### src/rtl/core/fnr_pkg.sv
// Shared types, codes and reset values for the fix-and-report power sequencer.
// Used by fnr_step, the top level and the port checker. No dependencies.
package fnr_pkg;

  typedef enum logic [2:0] {
    PH_IDLE        = 3'd0,
    PH_FIX_ACTIVE  = 3'd1,
    PH_WAIT_FIX    = 3'd2,
    PH_SEND_ACTIVE = 3'd3,
    PH_WAIT_REPLY  = 3'd4,
    PH_COOLDOWN    = 3'd5,
    PH_SLEEP       = 3'd6
  } phase_t;

  localparam logic [1:0] PWR_NONE    = 2'd0;
  localparam logic [1:0] PWR_ENABLE  = 2'd1;
  localparam logic [1:0] PWR_DISABLE = 2'd2;

  localparam logic [1:0] MOT_NONE        = 2'd0;
  localparam logic [1:0] MOT_INIT_LISTEN = 2'd1;
  localparam logic [1:0] MOT_LISTEN      = 2'd2;
  localparam logic [1:0] MOT_DISABLE     = 2'd3;

  localparam int CfgIndexWidth = 3;
  localparam logic [CfgIndexWidth-1:0] CFG_SLEEP_MODE   = 3'd0;
  localparam logic [CfgIndexWidth-1:0] CFG_MOCK_PROFILE = 3'd1;
  localparam logic [CfgIndexWidth-1:0] CFG_FIX_TIMEOUT  = 3'd2;
  localparam logic [CfgIndexWidth-1:0] CFG_SEND_TIMEOUT = 3'd3;
  localparam logic [CfgIndexWidth-1:0] CFG_COOLDOWN     = 3'd4;

  localparam logic [31:0] FIX_TIMEOUT_RESET  = 32'd120000;
  localparam logic [31:0] SEND_TIMEOUT_RESET = 32'd60000;
  localparam logic [31:0] COOLDOWN_RESET     = 32'd300000;

  typedef struct packed {
    logic        sleep_mode;
    logic        mock_profile;
    logic [31:0] fix_timeout_ms;
    logic [31:0] send_timeout_ms;
    logic [31:0] cooldown_ms;
  } cfg_t;

  typedef struct packed {
    phase_t      phase;
    logic        fix_started;
    logic        send_started;
    logic [31:0] fix_start_stamp;
    logic [31:0] send_start_stamp;
    logic [31:0] cooldown_start_stamp;
    logic [31:0] cycle_count;
  } state_t;

  typedef struct packed {
    logic [2:0]  phase;
    logic [1:0]  receiver_power;
    logic        receiver_reset;
    logic [1:0]  modem_power;
    logic        modem_reset;
    logic        load_report;
    logic [1:0]  motion_command;
    logic        apply_profile;
    logic [31:0] cycles_done;
  } result_t;

endpackage

### src/rtl/core/fnr_step.sv
// Next-state and command logic for one step of the sequencer.
// Purely combinational; depends on fnr_pkg for the state, config and result types.
module fnr_step
  import fnr_pkg::*;
(
  input  cfg_t        cfg,
  input  state_t      st,
  input  logic        mode,
  input  logic [31:0] now_ms,
  input  logic        fix_ready,
  input  logic        send_done,
  input  logic        motion_wake,
  output state_t      st_next,
  output result_t     res
);

  logic        end_c;
  logic        start_c;
  logic [31:0] fix_stamp;
  logic [31:0] fix_elapsed;
  logic [31:0] send_elapsed;
  logic [31:0] cool_elapsed;

  // The fix stamp is taken on the first fix-phase step, so the timeout test
  // must see the stamp as it stands after this step.
  assign fix_stamp    = st.fix_started ? st.fix_start_stamp : now_ms;
  assign fix_elapsed  = now_ms - fix_stamp;
  assign send_elapsed = now_ms - st.send_start_stamp;
  assign cool_elapsed = now_ms - st.cooldown_start_stamp;

  always_comb begin
    st_next = st;
    res     = '0;
    end_c   = 1'b0;
    start_c = 1'b0;

    if (mode) begin
      st_next.fix_started  = 1'b0;
      st_next.send_started = 1'b0;
      if (cfg.sleep_mode) begin
        res.receiver_power = PWR_DISABLE;
        res.modem_power    = PWR_DISABLE;
        res.motion_command = MOT_INIT_LISTEN;
        st_next.phase      = PH_SLEEP;
      end else begin
        res.motion_command = MOT_DISABLE;
        start_c            = 1'b1;
      end
    end else begin
      case (st.phase)
        PH_IDLE: begin
          st_next.phase = cfg.sleep_mode ? PH_SLEEP : PH_FIX_ACTIVE;
        end
        PH_FIX_ACTIVE, PH_WAIT_FIX: begin
          st_next.fix_started     = 1'b1;
          st_next.fix_start_stamp = fix_stamp;
          if (fix_ready) begin
            // With the send latch already set the fix is ignored.
            if (!st.send_started) begin
              res.receiver_power       = PWR_DISABLE;
              res.modem_power          = PWR_ENABLE;
              res.load_report          = 1'b1;
              st_next.send_started     = 1'b1;
              st_next.phase            = PH_SEND_ACTIVE;
              st_next.send_start_stamp = now_ms;
            end
          end else if (fix_elapsed > cfg.fix_timeout_ms) begin
            end_c = 1'b1;
          end
        end
        PH_SEND_ACTIVE, PH_WAIT_REPLY: begin
          st_next.phase = PH_WAIT_REPLY;
          if (send_done || (send_elapsed > cfg.send_timeout_ms)) begin
            end_c = 1'b1;
          end
        end
        PH_COOLDOWN: begin
          if (!(cool_elapsed < cfg.cooldown_ms)) begin
            res.modem_reset = 1'b1;
            start_c         = 1'b1;
          end
        end
        PH_SLEEP: begin
          if (cfg.sleep_mode) begin
            if (motion_wake) begin
              res.motion_command = MOT_DISABLE;
              start_c            = 1'b1;
            end
          end else begin
            end_c = 1'b1;
          end
        end
        default: begin
          end_c = 1'b1;
        end
      endcase
    end

    if (end_c) begin
      res.receiver_power   = PWR_DISABLE;
      res.modem_power      = PWR_DISABLE;
      res.receiver_reset   = 1'b1;
      res.modem_reset      = 1'b1;
      st_next.fix_started  = 1'b0;
      st_next.send_started = 1'b0;
      if (cfg.sleep_mode) begin
        res.motion_command = MOT_LISTEN;
        st_next.phase      = PH_SLEEP;
      end else begin
        st_next.phase                = PH_COOLDOWN;
        st_next.cycle_count          = st.cycle_count + 32'd1;
        st_next.cooldown_start_stamp = now_ms;
      end
    end

    if (start_c) begin
      res.receiver_reset   = 1'b1;
      res.receiver_power   = PWR_ENABLE;
      res.apply_profile    = 1'b1;
      st_next.fix_started  = 1'b0;
      st_next.send_started = 1'b0;
      st_next.phase        = PH_FIX_ACTIVE;
    end

    res.phase       = st_next.phase;
    res.cycles_done = st_next.cycle_count;
  end

endmodule

### src/rtl/core/fix_and_report_power_sequencer.sv
// Top level of the fix-and-report power sequencer: configuration registers,
// sequencer state and the result register. Depends on fnr_pkg and fnr_step.
//
// Each accepted step item is evaluated in the cycle it is accepted and its one
// result item appears in the result register on the next cycle; one item can be
// accepted every clock cycle, the rate being set by the combinational step logic
// and the one-deep result register, which accepts a new item in the same cycle
// that the waiting result is taken. mock_profile is held for the user of
// apply_profile and does not change the sequencing. No clearing pass after reset.
module fix_and_report_power_sequencer
  import fnr_pkg::*;
(
  input  logic                     clk,
  input  logic                     rst,
  input  logic                     cfg_we,
  input  logic [CfgIndexWidth-1:0] cfg_index,
  input  logic [31:0]              cfg_data,
  input  logic                     in_valid,
  output logic                     in_ready,
  input  logic                     mode,
  input  logic [31:0]              now_ms,
  input  logic                     fix_ready,
  input  logic                     send_done,
  input  logic                     motion_wake,
  output logic                     out_valid,
  input  logic                     out_ready,
  output logic [2:0]               phase,
  output logic [1:0]               receiver_power,
  output logic                     receiver_reset,
  output logic [1:0]               modem_power,
  output logic                     modem_reset,
  output logic                     load_report,
  output logic [1:0]               motion_command,
  output logic                     apply_profile,
  output logic [31:0]              cycles_done
);

  cfg_t    cfg;
  state_t  st;
  state_t  st_next;
  result_t res_next;
  result_t res;
  logic    accept;

  assign in_ready = !out_valid || out_ready;
  assign accept   = in_valid && in_ready;

  fnr_step u_step (
    .cfg         (cfg),
    .st          (st),
    .mode        (mode),
    .now_ms      (now_ms),
    .fix_ready   (fix_ready),
    .send_done   (send_done),
    .motion_wake (motion_wake),
    .st_next     (st_next),
    .res         (res_next)
  );

  always_ff @(posedge clk) begin
    if (rst) begin
      cfg.sleep_mode      <= 1'b0;
      cfg.mock_profile    <= 1'b0;
      cfg.fix_timeout_ms  <= FIX_TIMEOUT_RESET;
      cfg.send_timeout_ms <= SEND_TIMEOUT_RESET;
      cfg.cooldown_ms     <= COOLDOWN_RESET;
    end else if (cfg_we) begin
      case (cfg_index)
        CFG_SLEEP_MODE:   cfg.sleep_mode      <= cfg_data[0];
        CFG_MOCK_PROFILE: cfg.mock_profile    <= cfg_data[0];
        CFG_FIX_TIMEOUT:  cfg.fix_timeout_ms  <= cfg_data;
        CFG_SEND_TIMEOUT: cfg.send_timeout_ms <= cfg_data;
        CFG_COOLDOWN:     cfg.cooldown_ms     <= cfg_data;
        default: ;
      endcase
    end
  end

  always_ff @(posedge clk) begin
    if (rst) begin
      st.phase                <= PH_IDLE;
      st.fix_started          <= 1'b0;
      st.send_started         <= 1'b0;
      st.fix_start_stamp      <= '0;
      st.send_start_stamp     <= '0;
      st.cooldown_start_stamp <= '0;
      st.cycle_count          <= '0;
    end else if (accept) begin
      st <= st_next;
    end
  end

  always_ff @(posedge clk) begin
    if (rst) begin
      out_valid <= 1'b0;
    end else if (accept) begin
      out_valid <= 1'b1;
    end else if (out_ready) begin
      out_valid <= 1'b0;
    end
  end

  always_ff @(posedge clk) begin
    if (accept) begin
      res <= res_next;
    end
  end

  assign phase          = res.phase;
  assign receiver_power = res.receiver_power;
  assign receiver_reset = res.receiver_reset;
  assign modem_power    = res.modem_power;
  assign modem_reset    = res.modem_reset;
  assign load_report    = res.load_report;
  assign motion_command = res.motion_command;
  assign apply_profile  = res.apply_profile;
  assign cycles_done    = res.cycles_done;

endmodule

### config.mk
export PLATFORM = sky130hd
export DESIGN_NAME = fix_and_report_power_sequencer
export DESIGN_NICKNAME = d
export VERILOG_FILES = /design/src/rtl/core/fnr_pkg.sv /design/src/rtl/core/fnr_step.sv /design/src/rtl/core/fix_and_report_power_sequencer.sv
export SDC_FILE = /design/constraint.sdc
export NUM_CORES = 1
export LEC_CHECK = 0
export ABC_CLOCK_PERIOD_IN_PS = 11060
export BUFFER_PORTS_ARGS = -buffer_cell sky130_fd_sc_hd__buf_2
export CORE_ASPECT_RATIO = 0.5
export CORE_UTILIZATION = 45
export CTS_BUF_LIST = sky130_fd_sc_hd__clkbuf_8
export CTS_CLUSTER_SIZE = 28
export DETAILED_ROUTE_END_ITERATION = 10
export HOLD_SLACK_MARGIN = 0.1
export PLACE_DENSITY_LB_ADDON = 0.1
export SETUP_SLACK_MARGIN = 0.5
export SLEW_MARGIN = 25
export SYNTH_ARGS = -nofsm -noshare
export SYNTH_HDL_FRONTEND = slang
export SYNTH_SLANG_ARGS = --single-unit
export TNS_END_PERCENT = 10
### constraint.sdc
create_clock -name clk -period 11.06 [get_ports clk]
set_clock_uncertainty 0.05 [all_clocks]
set_input_delay 0.553 -clock clk [delete_from_list [all_inputs] [get_ports clk]]
set_output_delay 0.553 -clock clk [all_outputs]
set_load 0.01 [all_outputs]
==> out/metrics.csv <==
metric,value,unit
cts_tree,built,
met3_usage,4.41,%
fin_nets,2560,
hold_ws,149,ps
synth_ff_type,dfxtp_1,
yosysTopAreaCell,dfxtp_1,
critPathBufInv,3,
cts_sinks,276,
powerDensity,128,nW/um2
r2r_end,st[21]$_SDFFE_PP0P_,
antenna_found_initial,0,
die-area,40700,um2
synthArstFlopShare,0,%
grt_pass1_wl,80200,um
io-pin-count,123,
place.detailed.hpwl,37100,um
cts-root-buf,clkbuf_8,
dieWidth,284,um
cts_resized,0,
diodes,0,
worst_path_max_delay_cell,nor3_4,
hold_end,out_valid$_SDFFE_PP0P_,
gp_congestion,0.900,
ys_seq_area_share,33.4,%
yosysMostFrequentCell,nand2_1,
yosys_warnings,0,
post-cts-setup-buffers,0,
syn_to_final_growth,10.8,%
grt_use_total,25.1,%
critPathArrivalTime,8090,ps
cp.required,11540,ps
path_clk_slew,60,ps
slew-limit-headroom,28.9,%
final_cells,2854,
drive_above_1_share,10.1,%
slew_violations,0,
place_inst,2775,
fp.dieH,143,um
maxCapViolations,0,
grt_busiest_layer,met2,
grt_max_degree,78,
start_util,45.9,%
holdBufCountCts,0,
gr-usage-met1,35.8,%
startpoint_type,register,
min_period,7610,ps
r2r_slack,3450,ps
ys_types,71,
port_buffers,122,
vias,15600,
rsz0062_at_grt,no,
status,completed,
clk_path_buf_depth,3,
crit_fanout,30,
finalCritPeriodShare,68.8,%
drt_iter0_markers,1141,
post_synth_main_area_contributors,"dfxtp_1 (26%), ha_1 (13%), edfxtp_1 (7.5%)",
syn_avg_cell_area,8.14,um2
cellLeakagePower,0.00780,uW
critical_path_class,reg2reg,
cts-buffers-inserted,44,
gr-usage-met2,39.0,%
ys_ff_latch,276,
end_kind,register,
peakVddDrop,0.0817,mV
synth_edf_count,45,
hold_start,in_valid,
slowest_delay,730,ps
hold_viol,0,
wl_per_cell,18.0,um
firstDrtPassIters,5,
setup_viol,0,
yosys.area.top_type_share,25.8,%
synthCells,2201,
timing.rr.start,st[129]$_SDFFE_PP0P_,
rows,51,
fmax,0.131,GHz
gr-total-overflow,0,
hold_class,in2reg,
grt_pass1_vias,14300,
synth.cell_area,17900,um2
routed_wl,51300,um
cp_top_family,simple AND/OR/NAND/NOR gates,
core_area,39100,um2
hold_path_depth,3,
r2r_cells,24,
clock_latency,600,ps
h-tree-depth,2,
synth_common_cells,"nand2_1 (323), a21oi_1 (245), dfxtp_1 (231)",
tightest_slew,1060,ps
final_antenna_net_count,0,
fin_tns_setup,0,ps
fin_util,50.8,%
path_cells,mux2i_1 > ha_1 > nor2b_1 > o21a_1 > o21ai_0 > a311oi_1 > or2_2 > o211ai_1 > o21bai_1 > a41o_1 > a41oi_1 > xnor2_1 > ha_1 > nand4_1 > nor3_1 > inv_1 > nor2_1 > a211oi_2 > nor3_4 > buf_4 > nor2_4 > buf_4 > or4_1 > a21oi_1,
cp.depth,24,
vias_per_cell,5.48,
synth_nets,2470,
route.detailed.drc,0,
[tightest hold or removal path, stage by stage]
cell	delay (ps)
buf_2	110
inv_1	40
a21oi_1	50
[metal layers]
metal / wire (um) / share of wire [%]
met1: 25400 / 49
met2: 22100 / 43
met4: 1070 / 2.1
met3: 2800 / 5.4
met5: 0 / 0
[placed cells by master, fill, tap and decap left out, drive strengths merged, types with 31 or more instances in the layout]
| cell type | instances |
|---|---|
| nand4 | 37 |
| dfxtp | 231 |
| inv | 202 |
| ha | 190 |
| xor2 | 45 |
| edfxtp | 45 |
| nand2 | 323 |
| o21ai | 90 |
| clkbuf | 52 |
| o211ai | 31 |
| a211oi | 41 |
| a21oi | 246 |
| nand3 | 45 |
| nor2 | 137 |
| mux2i | 35 |
| a21o | 76 |
| buf | 140 |
| xnor2 | 86 |
[through the flow]
stage	setup WS, ps	instance area (um2)	total power (uW)
2_1_floorplan	5040	17900	1490
3_3_place_gp	3020	19000	1660
3_5_place_dp	3440	19000	1660
4_1_cts	3570	19900	2570
5_1_grt	2960	19900	2690
6_report	3450	19900	2550
[report_power, final]
| group | switching, uW | internal, uW |
|---|---|---|
| registers | 13.9 | 1050 |
| clock network | 448 | 453 |
| logic | 348 | 234 |
[final cells by class]
cell class / instances / area [um2]
timing repair buffer: 140 / 752
fill: 3899 / 19200
multi-input combinational: 1644 / 10900
sequential: 276 / 5980
clock buffer: 52 / 716
inverter: 185 / 694
tap: 530 / 663
clock inverter: 27 / 151
[worst max path at each step]
stage	start	endpoint
final	st[129]$_SDFFE_PP0P_	st[21]$_SDFFE_PP0P_
after global routing	st[129]$_SDFFE_PP0P_	st[21]$_SDFFE_PP0P_
after CTS	st[129]$_SDFFE_PP0P_	st[21]$_SDFFE_PP0P_
after detailed placement	now_ms[0]	st[21]$_SDFFE_PP0P_
after global placement	now_ms[0]	st[21]$_SDFFE_PP0P_
after floorplan	st[129]$_SDFFE_PP0P_	st[16]$_SDFFE_PP0P_
[sequential cells by signal (all words and copies together), names as in the netlist]
register / flops
cycles_done: 32
phase: 3
modem_reset: 1
apply_profile: 1
receiver_power: 2
st: 133
motion_command: 2
modem_power: 2
receiver_reset: 1
load_report: 1
out_valid: 1
cfg: 97
[cells by family after synthesis]
logic type	share of synthesized area, %
AO/OA/AOI/OAI	21.0
XOR/XNOR	6.41
adder cells (fa/ha/maj)	13.6
buffers and inverters	5.99
flip-flops	33.4
multiplexers	2.46
AND/OR/NAND/NOR	17.2
Power figures use the tool's default switching activity.
